<file path="src/sv/pdd_pkg.sv">
`timescale 1ns / 1ps
// Shared widths, angle constants, the arctangent table and stage payload types.
package pdd_pkg;

   localparam int PORT_COORD_W = 24;
   localparam int NORM_W       = 30;
   localparam int SQ1_W        = 62;
   localparam int SQ2_W        = 32;
   localparam int DIV_W        = 48;
   localparam int QUO_W        = 16;
   localparam int COS_W        = 16;
   localparam int CRD_W        = 34;
   localparam int CRD_PRESHIFT = 12;
   localparam int ANG_FRAC     = 16;
   localparam int DIP_W        = 14;
   localparam int DIR_W        = 16;
   localparam int ATAN_LEN     = 24;

   localparam int QUARTER_TURN = 9000;
   localparam int HALF_TURN    = 18000;
   localparam int FULL_TURN    = 36000;
   localparam int COS_MAX      = 32767;
   localparam int ANG_ROUND    = 32768;

   // atan(2^-i) in units of 2^-16 hundredth of a degree
   localparam logic [29:0] ATAN_TAB [0:ATAN_LEN-1] = '{
      30'd294912000, 30'd174096719, 30'd91987925, 30'd46694507, 30'd23437865,
      30'd11730358,  30'd5866610,   30'd2933484,  30'd1466764,  30'd733385,
      30'd366693,    30'd183346,    30'd91673,    30'd45837,    30'd22918,
      30'd11459,     30'd5730,      30'd2865,     30'd1432,     30'd716,
      30'd358,       30'd179,       30'd90,       30'd45
   };

   typedef struct packed {
      logic                   kind;
      logic                   deg;
      logic [2:0]             neg;
      logic [2:0][NORM_W-1:0] norm;
   } norm_side_type;

   typedef struct packed {
      logic       kind;
      logic       deg;
      logic [2:0] neg;
   } div_side_type;

   typedef struct packed {
      logic                  kind;
      logic                  deg;
      logic [2:0][COS_W-1:0] cs;
   } cos_side_type;

   typedef struct packed {
      logic                  kind;
      logic                  deg;
      logic [2:0][COS_W-1:0] cs;
      logic [1:0]            y_zero;
      logic [1:0]            x_zero;
   } crd_side_type;

endpackage

</file>
<file path="src/sv/pdd_cordic_cell.sv">
`timescale 1ns / 1ps
// One vectoring iteration of the two-lane CORDIC arctangent.
module pdd_cordic_cell
   import pdd_pkg::*;
#(
   parameter int I  = 0,
   parameter int SW = 1
) (
   input  logic                  clock,
   input  logic                  reset,
   input  logic                  src_valid,
   input  logic [1:0][CRD_W-1:0] src_x,
   input  logic [1:0][CRD_W-1:0] src_y,
   input  logic [1:0][CRD_W-1:0] src_z,
   input  logic [SW-1:0]         src_side,
   output logic                  dst_valid,
   output logic [1:0][CRD_W-1:0] dst_x,
   output logic [1:0][CRD_W-1:0] dst_y,
   output logic [1:0][CRD_W-1:0] dst_z,
   output logic [SW-1:0]         dst_side
);
   localparam logic signed [CRD_W-1:0] ANG = CRD_W'(ATAN_TAB[I]);

   logic                  valid_ff;
   logic [1:0][CRD_W-1:0] x_ff, x_in, y_ff, y_in, z_ff, z_in;
   logic [SW-1:0]         side_ff;
   logic signed [CRD_W-1:0] xv [2];
   logic signed [CRD_W-1:0] yv [2];
   logic signed [CRD_W-1:0] zv [2];
   logic signed [CRD_W-1:0] dx [2];
   logic signed [CRD_W-1:0] dy [2];

   always_comb begin
      for (int l = 0; l < 2; l++) begin
         xv[l] = $signed(src_x[l]);
         yv[l] = $signed(src_y[l]);
         zv[l] = $signed(src_z[l]);
         // shift the magnitude so both signs truncate toward zero
         dx[l] = (yv[l] < 0) ? -((-yv[l]) >>> I) : (yv[l] >>> I);
         dy[l] = (xv[l] < 0) ? -((-xv[l]) >>> I) : (xv[l] >>> I);
         if (yv[l] >= 0) begin
            x_in[l] = xv[l] + dx[l];
            y_in[l] = yv[l] - dy[l];
            z_in[l] = zv[l] + ANG;
         end else begin
            x_in[l] = xv[l] - dx[l];
            y_in[l] = yv[l] + dy[l];
            z_in[l] = zv[l] - ANG;
         end
      end
   end

   always_ff @(posedge clock) begin
      if (reset) begin
         valid_ff <= 1'b0;
      end else begin
         valid_ff <= src_valid;
      end
   end

   always_ff @(posedge clock) begin
      x_ff    <= x_in;
      y_ff    <= y_in;
      z_ff    <= z_in;
      side_ff <= src_side;
   end

   assign dst_valid = valid_ff;
   assign dst_x     = x_ff;
   assign dst_y     = y_ff;
   assign dst_z     = z_ff;
   assign dst_side  = side_ff;
endmodule

</file>
<file path="config.mk">
export PLATFORM = sky130hd
export DESIGN_NAME = pdd_cordic_cell
export DESIGN_NICKNAME = d
export VERILOG_FILES = /design/src/sv/pdd_pkg.sv /design/src/sv/pdd_cordic_cell.sv
export SDC_FILE = /design/constraint.sdc
export NUM_CORES = 1
export LEC_CHECK = 0
export ABC_AREA = 1
export CORE_ASPECT_RATIO = 1.4
export CORE_MARGIN = 8
export CORE_UTILIZATION = 35
export DETAILED_ROUTE_END_ITERATION = 16
export DONT_BUFFER_PORTS = 1
export PLACE_DENSITY = 0.55
export SLEW_MARGIN = 10
export SYNTH_ARGS = -nofsm -noshare
export SYNTH_HDL_FRONTEND = slang
export SYNTH_SLANG_ARGS = --single-unit
export TNS_END_PERCENT = 10
</file>
<file path="constraint.sdc">
create_clock -name clock -period 3.5 [get_ports clock]
set_input_delay 0.525 -clock clock [delete_from_list [all_inputs] [get_ports clock]]
set_output_delay 0.525 -clock clock [all_outputs]
set_load 0.01 [all_outputs]
</file>
# Word-level counts from Yosys, hierarchy flattened
# Cells that the tools add are included.
[word_totals] regBits=206 output_inout_bits=206
[op_classes] addsub=20 magnitude_cmp=6 mux=10
[ops] cell="34-bit two-way mux" count=10
[ops] cell="34-bit negator" count=8
[ops] cell="34-bit adder" count=4
[ops] cell="34-bit by 1-bit less-than comparator with 1-bit output, second input constant" count=4
[ops] cell="34-bit subtractor" count=4
[ops] cell="34-bit by 30-bit adder with 34-bit output, second input constant" count=2
[ops] cell="34-bit by 1-bit greater-or-equal comparator with 1-bit output, second input constant" count=2
[ops] cell="34-bit by 30-bit subtractor with 34-bit output, second input constant" count=2

# Logic depth before layout (Yosys ltp)
[depth] word_depth=5 depth_mapped=21 mapped_depth_nobuf=21

# Least setup slack after synthesis
# Ideal clock, no wire load.
[synth_path] path_type="input -> register" startpoint="in src_y[35] (netlist bit)" endpoint="reg x_ff, in the netlist dst_x[67]" setup_time_ps=112 arrival_time_ps=2645 setup_slack_ps=743 stages=20 n_path_buf=0 cell_sequence="inv_1 ha_1 inv_1 nor2_2 nand3_2 nor2_4 nand3_2 nand2_2 nand2_2 o21ai_1 nand2_1 ha_1 inv_1 o21ai_0 o21ai_0 nand2_1 a21oi_1 nand2_1 nand2_1 nand2_1"
[synth_rtl] item="start: declaration" line_no="pdd_cordic_cell.sv:13" rtl="input logic [1:0][CRD_W-1:0] src_y,"
[synth_rtl] item="end signal: assignment" line_no="pdd_cordic_cell.sv:62" rtl="x_ff <= x_in;"
[synth_rtl] item="end: declaration" line_no="pdd_cordic_cell.sv:25" rtl="logic [1:0][CRD_W-1:0] x_ff, x_in, y_ff, y_in, z_ff, z_in;"

==> flow_summary.json <==
{
  "status": "completed",
  "area_growth_pct": 12.7,
  "portBuffers": 0,
  "yosys-top-cells-count": "920 x nand2_1, 494 x inv_1, 352 x nor2_1",
  "grt.overflow.total": 0,
  "rows": 101,
  "grt_setup_unrepaired": "no",
  "dp_hpwl_mm": 67.5,
  "grt_pass1_vias": 20300,
  "numCtsBuffers": 25,
  "hold_violations": 0,
  "hold_class": "input port to register",
  "tightest_slew_ns": 0.684,
  "drt-vias-per-instance": 4.96,
  "yosysMostFrequentCell": "nand2_1",
  "synth.area.mux_share_pct": 0,
  "cts-resized-gates": 0,
  "critPathCaptureType": "register",
  "synth_top_area_cell": "dfxtp_1",
  "die_w_um": 213,
  "cellPowerDensity_mw_per_mm2": 449,
  "worst-path-buf-inv": 2,
  "max_stage_delay_ns": 0.39,
  "root_buffer": "clkbuf_16",
  "synth_top_area_share_pct": 21.5,
  "antenna_found_initial": 0,
  "ant_nets": 0,
  "cpMaxStageDelayCell": "ha_1",
  "setup_viol": 0,
  "cts.path.max_buffers": 3,
  "synth_cell_type_count": 39,
  "nets": 3586,
  "place_area_mm2": 0.0201,
  "cts_tree": "done",
  "die-area_mm2": 0.0620,
  "ir_worst_vdd_mv": 0.380,
  "drtIter0Drc": 1100,
  "drc": 0,
  "grt_pass1_wl_mm": 116,
  "max_freq_mhz": 345,
  "syn_avg_cell_area_um2": 6.08,
  "ys_seq_area_share_pct": 21.5,
  "path_clk_slew_ns": 0.07,
  "synthXorXnorAreaFrac_pct": 9.42,
  "die_y_um": 291,
  "place_congestion": 0.976,
  "synth_top_family_by_area": "simple AND/OR/NAND/NOR gates",
  "max-slew-margin-rel_pct": 54.3,
  "synth_ff_type": "dfxtp_1",
  "maxSlewViolCount": 0,
  "place_ws_ns": 0.0709,
  "cp_cell_sequence": "inv_1 -> ha_1 -> inv_1 -> nor2_2 -> nand3_2 -> nor2_4 -> nand3_2 -> nand2_2 -> nand2_2 -> xor2_1 -> ha_1 -> nand2_1 -> nor2_1 -> nand2_1 -> nor3_1 -> nand2_1 -> nand3_1 -> nand2_1",
  "fin_crit_sh_pct": 82.8,
  "syn_inst": 3120,
  "cts.sinks": 204,
  "crit_top_cell": "nand2_1",
  "power.total_uw": 9590,
  "synth-simple-area-share_pct": 36.4,
  "grt_start_max_net_pins": 85,
  "vias": 19600,
  "pin_count": 414,
  "dr.pass1.iters": 5,
  "critPathRequiredTime_ns": 3.98,
  "coreArea_mm2": 0.0540,
  "routed_wl_mm": 78.4,
  "postSynthNetCount": 3498,
  "period_minus_slack_ns": 2.90,
  "p_leak_uw": 0.0112,
  "ys_async_sr_fraction_pct": 0,
  "worst_setup_path_start_kind": "input port",
  "worst-path-max-fanout": 5,
  "worst_path_dominant_cell_family": "simple AND/OR/NAND/NOR gates",
  "final_area_mm2": 0.0214,
  "n_antenna_cell": 0,
  "ys.warnings.count": 0,
  "post_drt_wl_per_cell_um": 19.9,
  "finalSetupTns_ns": 0,
  "drive_gt1_share_pct": 5.73,
  "synth-compound-area-share_pct": 10.6,
  "synth-seq-cells": 204,
  "worstSetupPathType": "input port to register",
  "synth-edff-count": 0,
  "worst_slack_ns": 0.602,
  "synth_area_mm2": 0.0190,
  "h-tree-depth": 1,
  "synth_fa_ha_area_share_pct": 11.5,
  "grt_util_all_layers_pct": 24.4,
  "arrival_ns": 3.38,
  "drv_cap": 0,
  "yosys-top-cells-area": "dfxtp_1 22%, nand2_1 18%, ha_1 11%, inv_1 9.8%, xor2_1 8.1%",
  "start_util_pct": 35.1
}
==> logic make-up after synthesis <==
| logic type | Yosys count |
|---|---|
| compound gates | 378 |
| flops | 204 |
| simple gates | 1637 |
| xor+xnor | 204 |
| fa+ha+maj | 170 |
| buf+inv | 527 |
==> path summary, 6_finish.rpt <==
path / startpoint / end / cells after the start
setup / recovery: src_y[35] / dst_x[64] / 18
hold / removal: src_valid / dst_valid / 2
==> per-stage QoR <==
stage	hold slack, ns	util, %	cells
2_1_floorplan	0.553	-	3120
3_3_place_gp	0.553	37.2	3862
3_5_place_dp	0.553	37.2	3862
4_1_cts	0.0185	39.6	3948
5_1_grt	0.0268	39.6	3948
6_report	0.0495	39.6	3948
==> flip-flops by register name (all words and copies together), names as in the netlist <==
| name | count |
|---|---|
| dst_y | 67 |
| dst_side | 1 |
| dst_x | 67 |
| dst_z | 68 |
| dst_valid | 1 |
==> placed cells by master (no fill, tap or decap), types with 10 or more instances in the layout <==
cell type      netlist  final
nand2_1            920    920
nand3_2             10     10
nand2_2             25     25
ha_1               164    164
nand3_1            188    188
o21ai_1             23     23
clkbuf_16            0     25
dlygate4sd3_1        0     40
nor2_2              25     25
o21ai_0            118    118
o21bai_1            14     14
buf_4                2     42
a21oi_1            190    190
nor3_1              51     51
xor2_1             175    175
inv_1              494    494
nand4_1             34     34
xnor2_1             29     29
inv_2               12     12
nor3_2              10     10
nor2_1             352    352
dfxtp_1            204    204
==> per-layer routing <==
layer / GRT usage [%] / part of all wire (%) / wire, µm / vias up
li1: - / - / - / 10000
met1: 21.4 / 33 / 25800 / 8837
met2: 48.4 / 53 / 41900 / 522
met3: 6.33 / 7.3 / 5720 / 189
met4: 14.2 / 6.3 / 4970 / 0
met5: 0 / 0 / 0 / -
==> repair_timing <==
| item | in CTS | in global routing |
|---|---|---|
| buffers inserted | 0 | 0 |
| hold endpoints to repair | 40 | 0 |
| hold buffers | 40 | 0 |
==> final cells by class <==
| class | instances | area, µm² |
|---|---|---|
| clock buffer | 29 | 671 |
| clock inverter | 17 | 230 |
| fill | 6068 | 32600 |
| inverter | 506 | 1900 |
| multi-input combinational | 2389 | 12900 |
| sequential | 204 | 4080 |
| tap | 721 | 902 |
| timing repair buffer | 82 | 716 |
==> power breakdown <==
part / leakage (µW) / switching, µW / total, µW / internal [µW]
clock: 0.000429 / 1180 / 2870 / 1690
combinational: 0.00906 / 2050 / 3140 / 1090
sequential: 0.00172 / 679 / 3580 / 2900
Power figures use the tool's default switching activity.
