<file path="src/sv/pdd_sqrt_cell.sv">
`timescale 1ns / 1ps
// One digit stage of the pipelined integer square root.
module pdd_sqrt_cell #(
   parameter int W  = 62,
   parameter int K  = 30,
   parameter int SW = 1
) (
   input  logic          clock,
   input  logic          reset,
   input  logic          src_valid,
   input  logic [W-1:0]  src_rad,
   input  logic [W-1:0]  src_root,
   input  logic [SW-1:0] src_side,
   output logic          dst_valid,
   output logic [W-1:0]  dst_rad,
   output logic [W-1:0]  dst_root,
   output logic [SW-1:0] dst_side
);
   localparam logic [W-1:0] ONE = {{(W-1){1'b0}}, 1'b1};
   localparam logic [W-1:0] BIT = ONE << (2 * K);

   logic          valid_ff;
   logic [W-1:0]  rad_ff, rad_in, root_ff, root_in, trial;
   logic [SW-1:0] side_ff;

   assign trial = src_root + BIT;

   always_comb begin
      if (src_rad >= trial) begin
         rad_in  = src_rad - trial;
         root_in = (src_root >> 1) + BIT;
      end else begin
         rad_in  = src_rad;
         root_in = src_root >> 1;
      end
   end

   always_ff @(posedge clock) begin
      if (reset) begin
         valid_ff <= 1'b0;
      end else begin
         valid_ff <= src_valid;
      end
   end

   always_ff @(posedge clock) begin
      rad_ff  <= rad_in;
      root_ff <= root_in;
      side_ff <= src_side;
   end

   assign dst_valid = valid_ff;
   assign dst_rad   = rad_ff;
   assign dst_root  = root_ff;
   assign dst_side  = side_ff;
endmodule

</file>
<file path="config.mk">
export PLATFORM = sky130hd
export DESIGN_NAME = pdd_sqrt_cell
export DESIGN_NICKNAME = d
export VERILOG_FILES = /design/src/sv/pdd_sqrt_cell.sv
export SDC_FILE = /design/constraint.sdc
export NUM_CORES = 1
export LEC_CHECK = 0
export BUFFER_PORTS_ARGS = -buffer_cell sky130_fd_sc_hd__buf_2
export CAP_MARGIN = 20
export CORE_MARGIN = 1.5
export CORE_UTILIZATION = 55
export DETAILED_ROUTE_END_ITERATION = 16
export GPL_TIMING_DRIVEN = 0
export PLACE_DENSITY = 0.87
export SYNTH_ARGS = -nofsm -noshare
export SYNTH_HDL_FRONTEND = slang
export SYNTH_SLANG_ARGS = --single-unit
</file>
<file path="constraint.sdc">
create_clock -name clock -period 8.27 [get_ports clock]
set_clock_uncertainty 0.2 [all_clocks]
set_input_delay 1.654 -clock clock [delete_from_list [all_inputs] [get_ports clock]]
set_output_delay 1.654 -clock clock [all_outputs]
set_load 0.005 [all_outputs]
</file>
### After elaboration in Yosys (flattened, before gate mapping)

Index checks and enable logic that the tools add are counted.

* $add $sub $neg: 3
* mux-type cells: 2
* magnitude comparators: 1

Operators with widths (number)
* $add A61 B61 Y62 const B: 1
* $add A62 B61 Y62 const B: 1
* $ge A62 B62 Y1: 1
* $mux W62: 1
* $sub A62 B62 Y62: 1
* $mux W61: 1

* logic and storage cells: 11
* output and inout bits: 126
* flip-flop bits (word level): 126
* input port bits: 128

### Longest topological paths before layout

Gate-level depths: netlist (run 1).

* depth after elaboration: 3
* gate-level depth with buffers: 15
* depth with buffers taken out: 14

### Worst setup path before layout (run 1)

No wires, ideal clock.

* kind: input -> register
* start: in src_rad[0]
* end: reg rad_ff[13] (netlist: dst_rad[13])
* stages: 14
* setup time: 0.121 ns
* required time: 7.949 ns
* buffers on the path: 1
* arrival time: 4.280 ns
* setup slack: 3.669 ns
* path through: inv_1 > ha_1 > inv_1 > fa_1 > a211oi_2 > o21ai_2 > o2111ai_2 > a211oi_1 > or3b_4 > and2_4 > a31oi_4 > nand2_2 > buf_6 > mux2_4

* longest elaborated chain between the ends: 2
* elaborated cells on any way between the ends: 3
* classes of those cells: 1 x add/sub; 1 x order compare; 1 x mux

Ends and longest elaborated chain
* from (decl): RTL line 11 `input logic [W-1:0] src_rad,`
* $sub A62 B62 Y62 / $ge A62 B62 Y1 (equally long branches): RTL line 30, 29
* $mux W62 (*): RTL line 29 `if (src_rad >= trial) begin`
* via rad_in[13]: RTL line 23 `logic [W-1:0] rad_ff, rad_in, root_ff, root_in, trial;`
* to (signal assigned): RTL line 47 `rad_ff <= rad_in;`
* to (decl): RTL line 23

Mark *: on every way through the listed nets, which the timed path passes. The rest lies on a longest branch.
A chain may end at the register's enable or synchronous reset.

### Worst setup path in the final report (run 1)

* start: in src_rad[0]
* end: reg rad_ff[18] (netlist: dst_rad[18])

Same word-level chain as after synthesis.

==> flow_summary.toml, run 1 <==
[grt]
grt_pass1_wl_um = 34200
grt-ovfl-total = 0
grtUsageMet2 = 0.531
busiest_layer = "met2"
grt_max_degree = 17
grt_pass1_vias = 7111
use_met1 = 0.360
grt_use_met3 = 0.0676
grt_antenna_before_repair = 1
track_usage = 0.304

[synth]
synth_edf_count = 0
yosysSeqAreaShare = 0.345
syn_inst = 880
yosysTopAreaCell = "dfxtp_1"
synthTopCellsByArea = "dfxtp_1, ha_1, a21oi_1"
async_reset_ff_frac = 0
synth_most_common_cell = "a21oi_1"
ys_warn_count = 0
ys_types = 66
yosys-top-cells-count = "a21oi_1, dfxtp_1, nor2_1"
syn-cell-area_um2 = 7320
synth-main-ff-cell = "dfxtp_1"
synth-seq-cells = 126
syn_area_per_cell_um2 = 8.32
synth_top_area_frac = 0.345
synth_nets = 1071

[clock_network]
cts.path.max_buffers = 2
cts_made_buffers = 17
clk_pin_slew_worst_paths_ns = 0.06
postCtsSetupRepairBufs = 0
ctsHoldBuffers = 0
htree_levels = 4
root_buffer = "clkbuf_16"
cts_resized = 0
cts_tree = "done"
cts.sinks = 126

[worst_setup_path]
critPathMostFrequentCell = "inv_1"
cp_cell_sequence = "buf_2 -> inv_1 -> ha_1 -> inv_1 -> fa_1 -> a211oi_2 -> o21ai_2 -> o2111ai_2 -> a211oi_1 -> or3b_4 -> and2_4 -> a31oi_4 -> nand2_2 -> clkbuf_1 -> nor2_1 -> a21oi_1"
crit_fanout = 10
crit_arrival_ns = 4.89
slowest_stage = "or3b_4"
start_kind = "input port"
critPathRequiredTime_ns = 8.38
crit_path_end_kind = "flop"
crit_type = "input port to flop"
slowest_delay_ns = 0.45

[sta]
finalHoldViolCount = 0
tns_ns = 0
max_freq_mhz = 209
whs_ns = 1.14
post-route-min-period_ns = 4.79
setup-violations-final = 0
grt_setup_unrepaired = "false"
period_share = 0.579
drv_slew = 0
slew_headroom = 0.592
tightest_slew_ns = 0.607
fin_ws_ns = 3.48

[run]
max_cap_violations = 0

[cells_and_area]
final_layout_size_suffix_gt1_frac = 0.288
nFillCells = 995
final_core_util = 0.728
finalNonFillerCells = 1338
stdcell_area_um2 = 9340
area_growth_pct = 27.6
nets = 1343

[floorplan]
core-area_um2 = 12800
die_x_um = 118
die-area_um2 = 14000
die_y_um = 118
io_pins = 254
start_util = 0.571
fp-row-count = 41

[drt]
vias_per_cell = 5.55
routedWlPerCell_um = 16.1
firstDrtPassIters = 5
postRouteAntennaNets = 0
vias = 7430
drtIter0Drc = 592
drc = 0
totalWireLength_um = 21600

[power_and_ir_drop]
finalPower_mw = 1.97
ir_drop_mv = 0.158
p_leak_nw = 4.61
p_per_area_nw_per_um2 = 211

[placed_design]
placedCellCount = 1305
pre_cts_ws_ns = 3.09
dpl_cell_area_um2 = 8800
port_buffers = 253
dp_hpwl_um = 16800
gp_congestion = 0.923

[run_status]
outcome = "completed"

[hold_path]
hold_path.class = "input port to flop"
[registers in the layout, summed over array words and instances, names as in the netlist]
name,cells
dst_side,1
dst_valid,1
dst_root,62
dst_rad,62
[cell usage in the layout (no fill, tap or decap), drive strengths merged, types with 4 or more instances in the layout]
cell | synthesis | layout
nand2 | 71 | 71
clkbuf | 13 | 31
or2 | 6 | 6
clkinv | 0 | 8
buf | 15 | 268
and2 | 5 | 5
a31oi | 8 | 8
o21ai | 41 | 41
dfxtp | 126 | 126
nor2b | 8 | 8
a221oi | 4 | 4
a21oi | 127 | 127
nor2 | 86 | 86
a211oi | 7 | 7
a31o | 5 | 5
ha | 62 | 62
o21bai | 11 | 11
xor2 | 21 | 21
a21o | 24 | 24
nand3 | 20 | 20
inv | 77 | 79
clkinvlp | 0 | 4
nand4 | 15 | 15
o211ai | 8 | 8
mux2 | 17 | 17
and3 | 10 | 10
o21a | 7 | 7
nor3 | 10 | 10
xnor2 | 36 | 36
[worst max-delay path: cells and delay by family]
family                   cells  cell delay (ns)
buffers and inverters        4             0.54
adder cells (fa/ha/maj)      2             0.62
AND/OR/NAND/NOR              4             0.96
AO/OA/AOI/OAI                6             1.12
[cells by family after synthesis]
family                     share of synthesized area
AOI/OAI and AO/OA                              0.228
and+or+nand+nor                                0.152
DFF                                            0.345
buffers and inverters                         0.0619
adders and majority gates                      0.109
xor gates and xnor gates                      0.0682
muxes                                         0.0362
[power by group]
group          switching [mW]  internal, mW  total (mW)
clock network           0.291         0.389       0.680
logic                   0.327         0.259       0.586
registers              0.0171         0.688       0.705
[metal layers]
layer  share of wire  vias to the layer above  wire [um]
met1            0.41                     3381       8900
met3           0.074                       54       1600
met5               0                        -          0
li1                -                     3635          -
met4           0.031                        0        666
met2            0.48                      360      10400
[final cells by class]
type / instances / area (um^2) / area share
Timing Repair Buffer: 253 / 1270 / 0.136
Inverter: 77 / 289 / 0.0310
Sequential cell: 126 / 2520 / 0.270
Antenna cell: 1 / 2.50 / 0.000268
Buffer: 28 / 164 / 0.0176
Clock buffer: 18 / 439 / 0.0470
Tap cell: 172 / 215 / 0.0230
Clock inverter: 14 / 95.1 / 0.0102
Multi-Input combinational cell: 649 / 4340 / 0.465
[path summary, 6_finish.rpt]
path | slack, ns | end | from | cells after the start
worst min-delay path | 1.14 | dst_side$_DFF_P_ | src_side | 1
worst max-delay path | 3.48 | dst_rad[18]$_DFF_P_ | src_rad[0] | 16
Note: power is estimated with default switching activity, not from simulation.
==> run 2: changes to the inputs <==
--- a/config.mk
+++ b/config.mk
@@ -8,10 +8,10 @@
 export BUFFER_PORTS_ARGS = -buffer_cell sky130_fd_sc_hd__buf_2
 export CAP_MARGIN = 20
 export CORE_MARGIN = 1.5
-export CORE_UTILIZATION = 55
+export CORE_UTILIZATION = 46
 export DETAILED_ROUTE_END_ITERATION = 16
 export GPL_TIMING_DRIVEN = 0
-export PLACE_DENSITY = 0.87
+export PLACE_DENSITY = 0.77
 export SYNTH_ARGS = -nofsm -noshare
 export SYNTH_HDL_FRONTEND = slang
 export SYNTH_SLANG_ARGS = --single-unit
==> constraint.sdc (replaced) <==
create_clock -name clock -period 4 [get_ports clock]
set_clock_uncertainty 0.2 [all_clocks]
set_input_delay 0.8 -clock clock [delete_from_list [all_inputs] [get_ports clock]]
set_output_delay 0.8 -clock clock [all_outputs]
set_load 0.005 [all_outputs]
==> flow_summary.toml, run 2 (synthesized netlist as in run 1, its figures left out) <==
[run_status]
outcome = "completed"

[floorplan]
die-area_um2 = 16700
fp-row-count = 45
die_y_um = 129
io_pins = 254
die_x_um = 129
start_util = 0.476
core-area_um2 = 15400

[sta]
finalHoldViolCount = 0
drv_slew = 0
slew_headroom = 0.584
period_share = 0.972
grt_setup_unrepaired = "false"
post-route-min-period_ns = 3.89
max_freq_mhz = 257
fin_ws_ns = 0.110
tightest_slew_ns = 0.619
whs_ns = 0.269
setup-violations-final = 0

[cells_and_area]
final_cell_mix = "buf_2, a21oi_1, dfxtp_1, nor2_1, inv_1"
nFillCells = 1361
finalNonFillerCells = 1377
diodes = 0
area_growth_pct = 30.5
final_layout_size_suffix_gt1_frac = 0.292
final_common_cell = "buf_2"
nets = 1344

[clock_network]
cts_made_buffers = 17
cts_tree = "done"
htree_levels = 4
cts.sinks = 126
clk_pin_slew_worst_paths_ns = 0.06
ctsHoldBuffers = 0
cts.path.max_buffers = 2
root_buffer = "clkbuf_16"

[drt]
vias_per_cell = 5.28
vias = 7274
postRouteAntennaNets = 0
drtIter0Drc = 440
firstDrtPassIters = 5
totalWireLength_um = 21900
routedWlPerCell_um = 15.9
drc = 0

[grt]
grt_pass1_wl_um = 33600
grt_pass1_vias = 6799
grt-ovfl-total = 0
grt_max_degree = 17
grt_antenna_before_repair = 1
track_usage = 0.260

[worst_setup_path]
crit_arrival_ns = 4.02
critPathRequiredTime_ns = 4.13
crit_fanout = 10
crit_type = "input port to flop"
worstSetupStartpoint = "src_rad[0]"
crit_path_end_kind = "flop"
start_kind = "input port"

[power_and_ir_drop]
p_leak_nw = 4.69
ir_drop_mv = 0.435
finalPower_mw = 4.41
p_per_area_nw_per_um2 = 462

[placed_design]
placedCellCount = 1344
gp_congestion = 0.930
dp_hpwl_um = 17000
pre_cts_ws_ns = -0.337
port_buffers = 253

[hold_path]
hold_path.class = "input port to flop"
min_from = "src_side"

[run]
max_cap_violations = 0
[run 2: worst paths after layout]
| kind | end | slack (ns) | depth (start not counted) |
|---|---|---|---|
| max | dst_rad[10]$_DFF_P_ | 0.11 | 16 |
| min | dst_side$_DFF_P_ | 0.27 | 1 |
[run 2: cell type report]
cell class                      instances  area [um^2]  area share
Inverter                               77          289      0.0303
Clock buffer                           19          453      0.0474
Multi-Input combinational cell        649         4360       0.457
Timing Repair Buffer                  254         1270       0.133
Clock inverter                         13          213      0.0223
Sequential cell                       126         2520       0.264
Tap cell                              211          264      0.0276
Buffer                                 28          175      0.0183
[run 2: worst max-delay path: stages]
cell	delay [ns]
buf_2	0.11
inv_1	0.05
ha_1	0.18
inv_1	0.06
fa_1	0.42
a211oi_2	0.23
o21ai_2	0.14
o2111ai_2	0.28
a211oi_1	0.17
or3b_4	0.45
and2_4	0.18
a31oi_4	0.25
nand2_4	0.12
buf_8	0.20
buf_6	0.15
a21oi_1	0.21
[run 2: through the flow]
| stage | instance area [um^2] | utilization | setup TNS, ns |
|---|---|---|---|
| final | 9550 | 0.621 | 0 |
| after global routing | 9550 | 0.621 | 0 |
| after CTS | 9520 | 0.619 | 0 |
| after detailed placement | 8850 | 0.576 | -17.39 |
| after global placement | 8850 | 0.576 | -17.28 |
| after floorplan | 7320 | - | 0 |
[run 2: routing by layer]
metal	track usage	routed length [um]	vias up
met5	0	11	-
met4	0.0905	445	2
met3	0.0681	1420	37
met2	0.452	10500	280
met1	0.311	9590	3324
li1	-	-	3631
[run 2: timing repair]
action | CTS | global route
gates resized for setup | 0 | 11
setup endpoints to repair | 0 | 20
buffers inserted | 0 | 1
[run 2: power by group]
group          internal, mW  switching (mW)  total [mW]
logic                 0.540           0.677        1.22
clock network          1.14           0.596        1.74
registers              1.42          0.0379        1.46
total                  3.10            1.31        4.41
==> run 3: changes to the inputs <==
--- a/config.mk
+++ b/config.mk
@@ -11,7 +11,7 @@
 export CORE_UTILIZATION = 46
 export DETAILED_ROUTE_END_ITERATION = 16
 export GPL_TIMING_DRIVEN = 0
-export PLACE_DENSITY = 0.77
+export PLACE_DENSITY = 0.75
 export SYNTH_ARGS = -nofsm -noshare
 export SYNTH_HDL_FRONTEND = slang
 export SYNTH_SLANG_ARGS = --single-unit
==> flow_summary.toml, run 3 (synthesized netlist as in run 1, its figures left out) <==
[run_status]
outcome = "completed"

[sta]
slew_headroom = 0.568
post-route-min-period_ns = 3.80
tns_ns = 0
finalHoldViolCount = 0
setup-violations-final = 0
drv_slew = 0
max_freq_mhz = 263
grt_setup_unrepaired = "false"
period_share = 0.950
tightest_slew_ns = 0.648

[power_and_ir_drop]
p_per_area_nw_per_um2 = 448
ir_drop_mv = 0.287
finalPower_mw = 4.27
p_leak_nw = 4.66

[worst_setup_path]
start_kind = "input port"
crit_path_end_kind = "flop"
slowest_delay_ns = 0.45
cp_cell_sequence = "buf_2 -> inv_1 -> ha_1 -> inv_1 -> fa_1 -> a211oi_2 -> o21ai_2 -> o2111ai_4 -> a211oi_2 -> or3b_4 -> and2_4 -> a31oi_4 -> nand2_4 -> buf_6 -> mux2_4"
crit_type = "input port to flop"
slowest_stage = "or3b_4"
critPathRequiredTime_ns = 4.11
crit_fanout = 10
crit_arrival_ns = 3.91

[clock_network]
cts.sinks = 126
cts.path.max_buffers = 2
htree_levels = 4
cts_made_buffers = 17
root_buffer = "clkbuf_16"
clk_pin_slew_worst_paths_ns = 0.06
cts_tree = "done"
ctsHoldBuffers = 0

[drt]
postRouteAntennaNets = 0
totalWireLength_um = 21700
vias = 7283
drtIter0Drc = 516
drc = 0
firstDrtPassIters = 5
routedWlPerCell_um = 15.7
vias_per_cell = 5.28

[grt]
grt_antenna_before_repair = 3
grt_pass1_wl_um = 33500
grt_pass1_vias = 6706
grt-ovfl-total = 0
track_usage = 0.259
grt_max_degree = 17

[cells_and_area]
final_cell_mix = "buf_2, dfxtp_1, a21oi_1, nor2_1, inv_1"
area_growth_pct = 30.1
final_core_util = 0.620
nets = 1344
final_common_cell = "buf_2"
final_layout_size_suffix_gt1_frac = 0.292

[floorplan]
fp-row-count = 45
die_x_um = 129
start_util = 0.476
die_y_um = 129
core-area_um2 = 15400
die-area_um2 = 16700
io_pins = 254

[placed_design]
gp_congestion = 0.921
port_buffers = 253
dp_hpwl_um = 17100

[run]
max_cap_violations = 0

[hold_path]
hold_path.class = "input port to flop"
[run 3: worst paths after layout]
path,start,end,slack [ns],cells after the start
max,src_rad[0],dst_rad[1]$_DFF_P_,0.20,15
min,src_side,dst_side$_DFF_P_,0.27,1
[run 3: timing repair]
| action | in CTS | in global routing |
|---|---|---|
| buffers inserted | 0 | 1 |
| resized for setup | 0 | 14 |
| setup endpoints to repair | 0 | 59 |
[run 3: per-layer routing]
layer,GRT usage,share of wire,wire [um],vias up
met3,0.0615,0.073,1580,41
met1,0.321,0.43,9310,3297
li1,-,-,-,3639
met2,0.437,0.47,10300,304
met4,0.0978,0.023,499,2
met5,0,0.00055,12,-
[run 3: per-stage QoR]
stage / setup WS (ns) / hold WS, ns / std cells / instance area (um^2)
6_report: 0.201 / 0.272 / 1379 / 9520
5_1_grt: 0.0182 / 0.266 / 1379 / 9520
4_1_cts: 0.0684 / 0.266 / 1376 / 9450
3_5_place_dp: -0.366 / 0.707 / 1344 / 8850
3_3_place_gp: -0.340 / 0.702 / 1344 / 8850
2_1_floorplan: 0.253 / 0.628 / 880 / 7320
[run 3: final cells by class]
type	instances	area, um^2
diodes	2	5.00
plain buffers	28	174
clock buffers	22	464
clock inverters	10	138
fillers	1411	5850
inverters	77	289
multi-input cells	649	4390
flip-flops and latches	126	2520
well taps	211	264
repair buffers	254	1270
[run 3: power by group]
part / switching (mW) / total, mW / leakage, nW / internal [mW]
sequential: 0.0368 / 1.46 / 1.06 / 1.42
clock: 0.584 / 1.59 / 0.290 / 1.01
combinational: 0.677 / 1.22 / 3.31 / 0.541
total: 1.30 / 4.27 / 4.66 / 2.97
[run 3: critical path, delay by kind of cell]
kind            cells  cell delay, ns
compound gates      5            1.04
fa+ha+maj           2            0.59
buf+inv             4            0.42
mux                 1            0.31
simple gates        3            0.74
