File: src/sv/pdd_pkg.sv
`timescale 1ns / 1ps
// Shared widths, angle constants, the arctangent table and stage payload types.
package pdd_pkg;

   localparam int PORT_COORD_W = 24;
   localparam int NORM_W       = 30;
   localparam int SQ1_W        = 62;
   localparam int SQ2_W        = 32;
   localparam int DIV_W        = 48;
   localparam int QUO_W        = 16;
   localparam int COS_W        = 16;
   localparam int CRD_W        = 34;
   localparam int CRD_PRESHIFT = 12;
   localparam int ANG_FRAC     = 16;
   localparam int DIP_W        = 14;
   localparam int DIR_W        = 16;
   localparam int ATAN_LEN     = 24;

   localparam int QUARTER_TURN = 9000;
   localparam int HALF_TURN    = 18000;
   localparam int FULL_TURN    = 36000;
   localparam int COS_MAX      = 32767;
   localparam int ANG_ROUND    = 32768;

   // atan(2^-i) in units of 2^-16 hundredth of a degree
   localparam logic [29:0] ATAN_TAB [0:ATAN_LEN-1] = '{
      30'd294912000, 30'd174096719, 30'd91987925, 30'd46694507, 30'd23437865,
      30'd11730358,  30'd5866610,   30'd2933484,  30'd1466764,  30'd733385,
      30'd366693,    30'd183346,    30'd91673,    30'd45837,    30'd22918,
      30'd11459,     30'd5730,      30'd2865,     30'd1432,     30'd716,
      30'd358,       30'd179,       30'd90,       30'd45
   };

   typedef struct packed {
      logic                   kind;
      logic                   deg;
      logic [2:0]             neg;
      logic [2:0][NORM_W-1:0] norm;
   } norm_side_type;

   typedef struct packed {
      logic       kind;
      logic       deg;
      logic [2:0] neg;
   } div_side_type;

   typedef struct packed {
      logic                  kind;
      logic                  deg;
      logic [2:0][COS_W-1:0] cs;
   } cos_side_type;

   typedef struct packed {
      logic                  kind;
      logic                  deg;
      logic [2:0][COS_W-1:0] cs;
      logic [1:0]            y_zero;
      logic [1:0]            x_zero;
   } crd_side_type;

endpackage

File: src/sv/pdd_div_cell.sv
`timescale 1ns / 1ps
// One quotient-bit stage of the three-lane restoring divider.
module pdd_div_cell
   import pdd_pkg::*;
#(
   parameter int B  = 15,
   parameter int SW = 1
) (
   input  logic                  clock,
   input  logic                  reset,
   input  logic                  src_valid,
   input  logic [2:0][DIV_W-1:0] src_rem,
   input  logic [DIV_W-1:0]      src_den,
   input  logic [2:0][QUO_W-1:0] src_quo,
   input  logic [SW-1:0]         src_side,
   output logic                  dst_valid,
   output logic [2:0][DIV_W-1:0] dst_rem,
   output logic [DIV_W-1:0]      dst_den,
   output logic [2:0][QUO_W-1:0] dst_quo,
   output logic [SW-1:0]         dst_side
);
   logic                  valid_ff;
   logic [2:0][DIV_W-1:0] rem_ff, rem_in;
   logic [DIV_W-1:0]      den_ff, shifted;
   logic [2:0][QUO_W-1:0] quo_ff, quo_in;
   logic [SW-1:0]         side_ff;

   assign shifted = src_den << B;

   always_comb begin
      for (int l = 0; l < 3; l++) begin
         rem_in[l] = src_rem[l];
         quo_in[l] = src_quo[l];
         if (src_rem[l] >= shifted) begin
            rem_in[l]    = src_rem[l] - shifted;
            quo_in[l][B] = 1'b1;
         end
      end
   end

   always_ff @(posedge clock) begin
      if (reset) begin
         valid_ff <= 1'b0;
      end else begin
         valid_ff <= src_valid;
      end
   end

   always_ff @(posedge clock) begin
      rem_ff  <= rem_in;
      den_ff  <= src_den;
      quo_ff  <= quo_in;
      side_ff <= src_side;
   end

   assign dst_valid = valid_ff;
   assign dst_rem   = rem_ff;
   assign dst_den   = den_ff;
   assign dst_quo   = quo_ff;
   assign dst_side  = side_ff;
endmodule

File: config.mk
export PLATFORM = sky130hd
export DESIGN_NAME = pdd_div_cell
export DESIGN_NICKNAME = d
export VERILOG_FILES = /design/src/sv/pdd_pkg.sv /design/src/sv/pdd_div_cell.sv
export SDC_FILE = /design/constraint.sdc
export NUM_CORES = 1
export LEC_CHECK = 0
export BUFFER_PORTS_ARGS = -buffer_cell sky130_fd_sc_hd__buf_2
export CORE_AREA = 2 2 191 193
export DETAILED_ROUTE_END_ITERATION = 8
export DIE_AREA = 0 0 193 195
export GPL_TIMING_DRIVEN = 0
export PLACE_DENSITY = 0.64
export RECOVER_POWER = 100
export SLEW_MARGIN = 20
export SYNTH_ARGS = -nofsm -noshare
export SYNTH_HDL_FRONTEND = slang
export SYNTH_SLANG_ARGS = --single-unit
File: constraint.sdc
create_clock -name clock -period 8.33 [get_ports clock]
set_clock_uncertainty 0.2 [all_clocks]
set_input_delay 2.0825 -clock clock [delete_from_list [all_inputs] [get_ports clock]]
set_output_delay 2.0825 -clock clock [all_outputs]
set_load 0.05 [all_outputs]
* Yosys cells after proc, flatten, opt, wreduce, memory -nomap -nowiden *
Cells that the tools add are included.

cells by class
  mux-type cells = 3
  add/sub/neg operators = 3
  magnitude comparators = 3

operators with widths
  operator              number
  >= comparator 48 bit  3
  two-way mux 48 bit    3
  subtractor 48 bit     3

storage, ports and cells
  bits in registers = 242
  logic and storage cells = 21
  input port bits = 244
  output and inout port bits = 242

* Longest topological paths before layout *
Gate-level depths: netlist of run 1.

  word-level depth = 2
  gate-level depth with buffers = 14
  gate-level depth less buffers = 12

* Worst setup path before layout of run 1 *
Ideal clock, no wire load.

  path kind = in2reg
  start point = input src_den[18]
  end point = register rem_ff, in the netlist dst_rem[125]
  path slack = 3.592 ns
  required time = 8.009 ns
  setup time = 0.121 ns
  arrival time = 4.416 ns
  stages = 13
  buffers on the path = 3
  path through = inv_1 ha_1 buf_6 a21o_1 a221oi_2 o21ai_1 a221oi_2 o21ai_1 a21o_1 a221o_1 buf_6 buf_12 mux2_4

RTL lines
  item                    line                RTL
  start: declaration      pdd_div_cell.sv:13  input logic [DIV_W-1:0] src_den,
  end signal: assignment  pdd_div_cell.sv:50  rem_ff <= rem_in;
  end: declaration        pdd_div_cell.sv:23  logic [2:0][DIV_W-1:0] rem_ff, rem_in;

==> summary.txt, run 1 <==
Route
  • DR WL/cell: 18.3 um
  • Via count: 10800
  • DRT antenna net count: 0
  • Overall routed net length: 40.6 mm
  • Initial drt markers: between 400 and 500
  • Number of vias per cell: between 4 and 5
  • Residual DRC: 0
  • Pre-antenna DRT Iters: 5

STA
  • Slew headroom: 0.271
  • Final Max Tran Viols: 0
  • Final period util: 0.755
  • Setup TNS: 0 ns
  • Hold_ws: roughly 1.4 ns
  • Final hold viol count: 0
  • Setup-failing EPs final: 0
  • Unrepaired setup endpoints after global routing: no
  • Slew @ Worst Pin: about 1.1 ns
  • Max Fclk: approximately 0.16 GHz
  • Period minus WS final: 6.29 ns

Layout
  • Fill cells: 3714
  • Post-layout util: 0.418
  • # nets final: 2080
  • Area grow syn2layout: 30.6%
  • Layout cells sized above 1: 0.151

Place
  • Routability cong.: about 0.89
  • Post-DP HPWL: 33.9 mm
  • IO Port Bufs: 485

Worst setup path
  • WP data arrival: between 6 and 7 ns
  • Crit path capture: dst_rem[67]$_DFF_P_
  • CP dominant cell by count: clkbuf_1
  • Max FO, Critical Path: 10
  • Bufs and invs on worst path: 3
  • CP Data Required Time: between 8 and 9 ns
  • Crit Path Class: in2reg
  • Setup crit end kind: flip-flop
  • Crit path from: src_den[1]
  • CP delay by family, top: compound AO/OA/AOI/OAI gates
  • WP depth: 11
  • Largest stage delay, worst path: ~0.91 ns
  • Crit path max-delay cell type: o311ai_0
  • Worst setup SP type: input port
  • Crit path cell chain: clkbuf_1 > inv_1 > ha_1 > and4_1 > a21oi_1 > nor2_1 > o311ai_0 > a41oi_1 > nor3_1 > clkbuf_1 > o21ai_0

Synthesis
  • Syn Inst Count: 1221
  • Synth cell types: 74
  • Synth warnings: 0
  • Register area share after synthesis: 0.427
  • Syn avg cell area: 9.29 um2
  • Largest family of logic cells by synthesized area: compound AO/OA/AOI/OAI gates
  • Primary FF master, synth: dfxtp_1
  • #FFs+latches synth: 242
  • Synthesized cell area: 0.0113 mm2
  • Adder-Cell Fraction of Synth Area: 0.115
  • Post-synth EDFFs: 0
  • Compound-gate portion of the synthesized area: 0.203
  • Mux contribution to synthesized area: 0.0218
  • Post-synth ARST share: 0
  • Post-Synth XOR/XNOR Area: 0.0633
  • Synth Area in Simple Gates: 0.132
  • Post-Syn Nets: roughly 1600

Global route
  • Initial antenna violation count: 7
  • Largest net degree at the start of global routing: 15
  • Vias in the first global route: 10500
  • GRT Total Usage: 0.204
  • Grt ovf: 0
  • Global-route wire length before repair: 58.6 mm

Hold path
  • Worst Hold Class: in2reg

Clock network
  • CTS tree: built
  • CTS Sinks: 242
  • Postcts setup bufs: 0
  • Max Buffers Root-to-Sink: 3
  • Clock Root Buffer: clkbuf_16
  • H-Tree Depth: 1
  • Post-CTS Resized: 0
  • Clock slew at reported path FFs: roughly 0.060 ns
  • Hold_buf cts: 0
  • CTS buffer count: 26

Floorplan
  • Initial core utilization: 0.320
  • Num rows: 69
  • Die Ht: just under 200 um
  • Core area: 0.0354 mm2
  • Die Wd: slightly below 200 um
  • # IOs: 486
  • Die area: 0.0376 mm2

Power
  • Power Dens Cells: 248 mW/mm2
  • Worst vdd ir: 190 uV
  • Pleak: ~6.7 nW

Job
  • Max_cap viols: 0

Status
  • Outcome: completed
[synth_stat cells, drive strengths merged (4+ instances only)]
cell type,number,area [um2]
a211oi,12,90.1
a21boi,6,45.1
a21o,46,345
a21oi,103,519
a31oi,5,31.3
and2,8,50.1
and3,6,37.5
buf,12,100
clkbuf,21,78.8
dfxtp,242,4840
ha,99,1240
inv,65,244
mux2,17,218
nand2,103,387
nand2b,11,68.8
nand3,21,105
nand3b,6,45.0
nand4,21,131
nor2,76,285
nor2b,8,50.1
nor3,15,80.1
nor4,11,68.8
o211ai,7,52.6
o21a,16,120
o21ai,103,516
o21bai,15,113
o221ai,5,43.8
o31ai,10,75.1
or2,4,25.0
or3,10,62.6
xnor2,49,429
xor2,33,289
[per-layer routing]
| layer | track usage | wire (um) | up-vias |
|---|---|---|---|
| met5 | 0 | 57 | - |
| met4 | 0.0575 | 1020 | 8 |
| met3 | 0.0631 | 3540 | 58 |
| met2 | 0.345 | 19000 | 378 |
| met1 | 0.249 | 16900 | 4974 |
| li1 | - | - | 5412 |
[cell usage in the layout (no fill, tap or decap), types with 6 or more instances in the layout]
| cell | Yosys | layout |
|---|---|---|
| xor2_1 | 33 | 33 |
| and3_1 | 6 | 6 |
| nand3b_1 | 6 | 6 |
| and2_1 | 8 | 8 |
| o21bai_1 | 15 | 15 |
| nor4_1 | 11 | 11 |
| mux2_1 | 0 | 7 |
| o211ai_1 | 7 | 7 |
| nand3_1 | 21 | 21 |
| nand2b_1 | 11 | 11 |
| or3_1 | 10 | 10 |
| inv_1 | 65 | 65 |
| a21oi_1 | 102 | 102 |
| clkbuf_1 | 21 | 320 |
| nor3_1 | 14 | 15 |
| dfxtp_1 | 242 | 242 |
| a211oi_1 | 12 | 12 |
| nand2_1 | 103 | 103 |
| clkbuf_16 | 0 | 27 |
| o21ai_0 | 97 | 98 |
| nand4_1 | 21 | 21 |
| ha_1 | 99 | 99 |
| clkbuf_8 | 0 | 9 |
| nor2_1 | 76 | 76 |
| o31ai_1 | 10 | 10 |
| nor2b_1 | 8 | 8 |
| buf_2 | 7 | 198 |
| xnor2_1 | 49 | 49 |
| o21a_1 | 16 | 16 |
| mux2_2 | 10 | 10 |
| a21o_1 | 46 | 46 |
[layout make-up]
cell class | instances | area [um2] | area share
diodes | 4 | 10.0 | 0.000676
plain buffers | 33 | 133 | 0.00896
clock buffers | 37 | 803 | 0.0543
clock inverters | 10 | 95.1 | 0.00642
inverters | 65 | 244 | 0.0165
multi-input cells | 881 | 6030 | 0.407
flip-flops and latches | 242 | 4840 | 0.327
well taps | 461 | 577 | 0.0390
repair buffers | 485 | 2070 | 0.140
[stage by stage]
step / power [mW] / std cells / setup slack, ns / area, um2
finish: 3.68 / 2218 / 2.04 / 14800
global route: 3.85 / 2215 / 1.66 / 14800
CTS: 3.77 / 2214 / 3.01 / 15200
detailed placement: 2.56 / 2167 / 2.41 / 14300
global placement: 2.55 / 2167 / 2.42 / 14300
floorplan: 2.22 / 1221 / 3.59 / 11300
[cell families (layout without fill, tap and decap cells)]
kind of cell             after synthesis  after routing
multiplexers                          20             20
flip-flops                           242            242
other                                  0              4
XOR/XNOR                              82             82
buffers and inverters                 98            630
AO/OA/AOI/OAI                        365            365
AND/OR/NAND/NOR                      312            312
adder cells (fa/ha/maj)              102            102
[registers in the layout, summed over array words and instances, names as in the netlist]
register	flops
dst_valid	1
dst_side	1
dst_den	48
dst_quo	48
dst_rem	144
[power by group]
part	internal, mW	total (mW)	switching (mW)
clock	0.704	1.19	0.489
sequential	1.28	1.31	0.0335
combinational	0.308	1.17	0.862
[worst min-delay path by stage]
stage | endpoint | slack, ns | start | cells after the start
floorplan | dst_den[0]$_DFF_P_ | 1.91 | src_den[0] | 0
global placement | dst_quo[19]$_DFF_P_ | 1.98 | src_quo[19] | 1
detailed placement | dst_quo[8]$_DFF_P_ | 1.99 | src_quo[8] | 1
CTS | dst_quo[42]$_DFF_P_ | 1.40 | src_quo[42] | 1
global route | dst_quo[46]$_DFF_P_ | 1.39 | src_quo[46] | 1
finish | dst_quo[42]$_DFF_P_ | 1.42 | src_quo[42] | 1
Note: power is estimated with default switching activity, not from simulation.
==> run 2: changes to the inputs <==
--- a/config.mk
+++ b/config.mk
@@ -5,12 +5,13 @@
 export SDC_FILE = /design/constraint.sdc
 export NUM_CORES = 1
 export LEC_CHECK = 0
+export ABC_AREA = 1
 export BUFFER_PORTS_ARGS = -buffer_cell sky130_fd_sc_hd__buf_2
-export CORE_AREA = 2 2 191 193
+export CORE_AREA = 2 2 192 194
 export DETAILED_ROUTE_END_ITERATION = 8
-export DIE_AREA = 0 0 193 195
+export DIE_AREA = 0 0 194 196
 export GPL_TIMING_DRIVEN = 0
-export PLACE_DENSITY = 0.64
+export PLACE_DENSITY = 0.77
 export RECOVER_POWER = 100
 export SLEW_MARGIN = 20
 export SYNTH_ARGS = -nofsm -noshare
==> constraint.sdc (replaced) <==
create_clock -name clock -period 5.16 [get_ports clock]
set_clock_uncertainty 0.2 [all_clocks]
set_input_delay 1.29 -clock clock [delete_from_list [all_inputs] [get_ports clock]]
set_output_delay 1.29 -clock clock [all_outputs]
set_load 0.05 [all_outputs]
==> run 2 against run 1 <==
Sequential power increased by 63%. Combinational power increased by 91%. Cell count rose by 53%. Sequential cell count unchanged. Total power grew 75%. Hold slack got worse by 0.78 ns. Critical endpoint is now dst_rem[20]$_DFF_P_.
==> summary.txt, run 2 <==
Status
  • Outcome: completed

Synthesis
  • Synth cell types: 31
  • Syn Inst Count: around 2400
  • #FFs+latches synth: about 240
  • Post-synth ARST share: 0
  • Most numerous cell in the Yosys netlist: nand2_1
  • Top cell type by total area after synthesis: dfxtp_1
  • Synth cell count leaders: nand2_1, inv_1, dfxtp_1
  • Post-Syn Nets: 2721
  • Post-synth EDFFs: 0
  • Synth top area share: 0.328
  • Synthesized cell area: approximately 0.015 mm2
  • Area contributors post-synth: dfxtp_1, nand2_1, inv_1
  • Register area share after synthesis: 0.328
  • Syn avg cell area: 6.22 um2
  • Synth warnings: 0
  • Primary FF master, synth: dfxtp_1

Worst setup path
  • CP Data Required Time: 5.36 ns
  • CP delay by family, top: simple AND/OR/NAND/NOR gates
  • Worst setup SP type: input port
  • Crit path max-delay cell type: clkbuf_1
  • Crit path cell chain: clkbuf_1 > inv_1 > ha_1 > nand2_1 > nor2_1 > nand2_1 > nor2_1 > nand3_1 > nand3_2 > nand2_1 > clkbuf_1 > nand3_1 > nand2_1
  • Largest stage delay, worst path: between 0.5 and 0.6 ns
  • Max FO, Critical Path: 10
  • Setup crit end kind: flip-flop
  • Bufs and invs on worst path: 3
  • WP data arrival: 4.19 ns
  • Crit Path Class: in2reg
  • CP dominant cell by count: nand2_1

STA
  • Slew headroom: 0.402
  • Final Max Tran Viols: 0
  • Period minus WS final: 3.99 ns
  • Setup TNS: 0 ns
  • Final hold viol count: 0
  • Slew @ Worst Pin: around 0.90 ns
  • Setup-failing EPs final: 0
  • Max Fclk: 0.250 GHz
  • Final period util: 0.774
  • Unrepaired setup endpoints after global routing: no
  • Hold_ws: 0.643 ns

Route
  • Pre-antenna DRT Iters: 6
  • Via count: between 15000 and 20000
  • DRT antenna net count: 0
  • Overall routed net length: around 56 mm
  • DR WL/cell: around 17 um
  • Initial drt markers: 1112
  • Number of vias per cell: ~4.7
  • Residual DRC: 0

Floorplan
  • Num rows: 70
  • Initial core utilization: 0.409
  • Die Wd: between 150 and 200 um
  • Die area: 0.0380 mm2
  • # IOs: 486
  • Core area: between 0.03 and 0.04 mm2
  • Die Ht: 196 um

Global route
  • Grt ovf: 0
  • Routing usage on met2: 0.487
  • Global-route wire length before repair: 83.2 mm
  • Vias in the first global route: between 10000 and 15000
  • Initial antenna violation count: 17
  • GRT Total Usage: 0.287
  • Met1 GRT Util: 0.353
  • GR peak layer: met2
  • Routing usage on met3: 0.0497
  • Largest net degree at the start of global routing: 15

Power
  • Power Dens Cells: 352 mW/mm2
  • Pleak: 10.6 nW
  • Worst vdd ir: roughly 400 uV
  • Overall Power: 6.45 mW

Clock network
  • CTS Sinks: 242
  • Clock slew at reported path FFs: 0.06 ns
  • Max Buffers Root-to-Sink: 3
  • Clock Root Buffer: clkbuf_16
  • CTS tree: built
  • CTS buffer count: 26
  • Postcts setup bufs: 0
  • Post-CTS Resized: 0
  • Hold_buf cts: 0
  • H-Tree Depth: 1

Layout
  • Most frequent cells in the layout: nand2_1, inv_1, clkbuf_1
  • Layout cells sized above 1: 0.0915
  • # nets final: 3234
  • Largest register FFs: roughly 140
  • Area grow syn2layout: 23.9%
  • Most common cell after layout, fill and taps aside: nand2_1
  • Cell Count, Final, Fillers Out: 3386
  • Post-layout util: 0.507

Job
  • Max_cap viols: 0

Place
  • Routability cong.: 0.952
  • Post-DP HPWL: 47.7 mm
  • Number of instances in the placed design: ~3300
  • IO Port Bufs: approximately 490

Hold path
  • Worst Hold Endpoint: dst_quo[22]$_DFF_P_
  • Hold_sp: src_quo[22]
  • Worst Hold Class: in2reg
  • WHS Path Cells: 1
-- run 2: changes by cell type after synthesis, moves of 46 or more --
cell | previous run | this run
nand2_1 | 103 | 1013
inv_1 | 65 | 460
nand3_1 | 21 | 187
o21ai_0 | 97 | 0
nor2_1 | 76 | 145
a21oi_1 | 102 | 55
a21o_1 | 46 | 0
-- run 2: metal layers --
| metal | routed length [um] | up-vias |
|---|---|---|
| li1 | - | 8180 |
| met1 | 23500 | 6910 |
| met2 | 25900 | 656 |
| met3 | 4030 | 122 |
| met4 | 2950 | 2 |
| met5 | 13 | - |
-- run 2: power by group --
part | internal [mW] | switching (mW) | leakage, nW | total (mW)
Clock | 1.31 | 0.775 | 0.473 | 2.09
Sequential | 2.07 | 0.0578 | 2.04 | 2.13
Combinational | 0.534 | 1.70 | 8.08 | 2.23
-- run 2: layout make-up --
type | count | area (um2)
sequential | 242 | 4840
timing repair buffer | 485 | 2050
fill | 3980 | 17800
inverter | 463 | 1740
clock buffer | 36 | 748
clock inverter | 10 | 223
buffer | 27 | 169
tap | 468 | 586
antenna | 12 | 30.0
multi-input combinational | 1643 | 7920
-- run 2: how the worst max path moves through the flow --
stage                           end         from  cells after the start  slack, ns
3_3_place_gp    dst_rem[20]$_DFF_P_  src_den[18]                     14       1.18
6_report        dst_rem[20]$_DFF_P_   src_den[1]                     13       1.17
2_1_floorplan   dst_rem[45]$_DFF_P_  src_rem[15]                     15       2.15
3_5_place_dp    dst_rem[20]$_DFF_P_  src_den[18]                     14       1.13
4_1_cts         dst_rem[20]$_DFF_P_  src_den[18]                     14       1.71
5_1_grt        dst_rem[115]$_DFF_P_   src_den[1]                     13       1.04
-- run 2: stage by stage --
step,setup slack [ns],instance area [um2]
floorplan,2.15,14800
global placement,1.18,17800
detailed placement,1.13,17800
CTS,1.71,18800
global route,1.04,18300
finish,1.17,18300
-- run 2: cell families (layout without fill, tap and decap cells) --
family	Yosys count	in the layout	share of synthesized area
AOI/OAI and AO/OA	64	64	0.0252
xor gates and xnor gates	45	45	0.0267
adders and majority gates	102	102	0.0879
buffers and inverters	490	1021	0.133
DFF	242	242	0.328
other	0	12	0
and+or+nand+nor	1432	1432	0.399
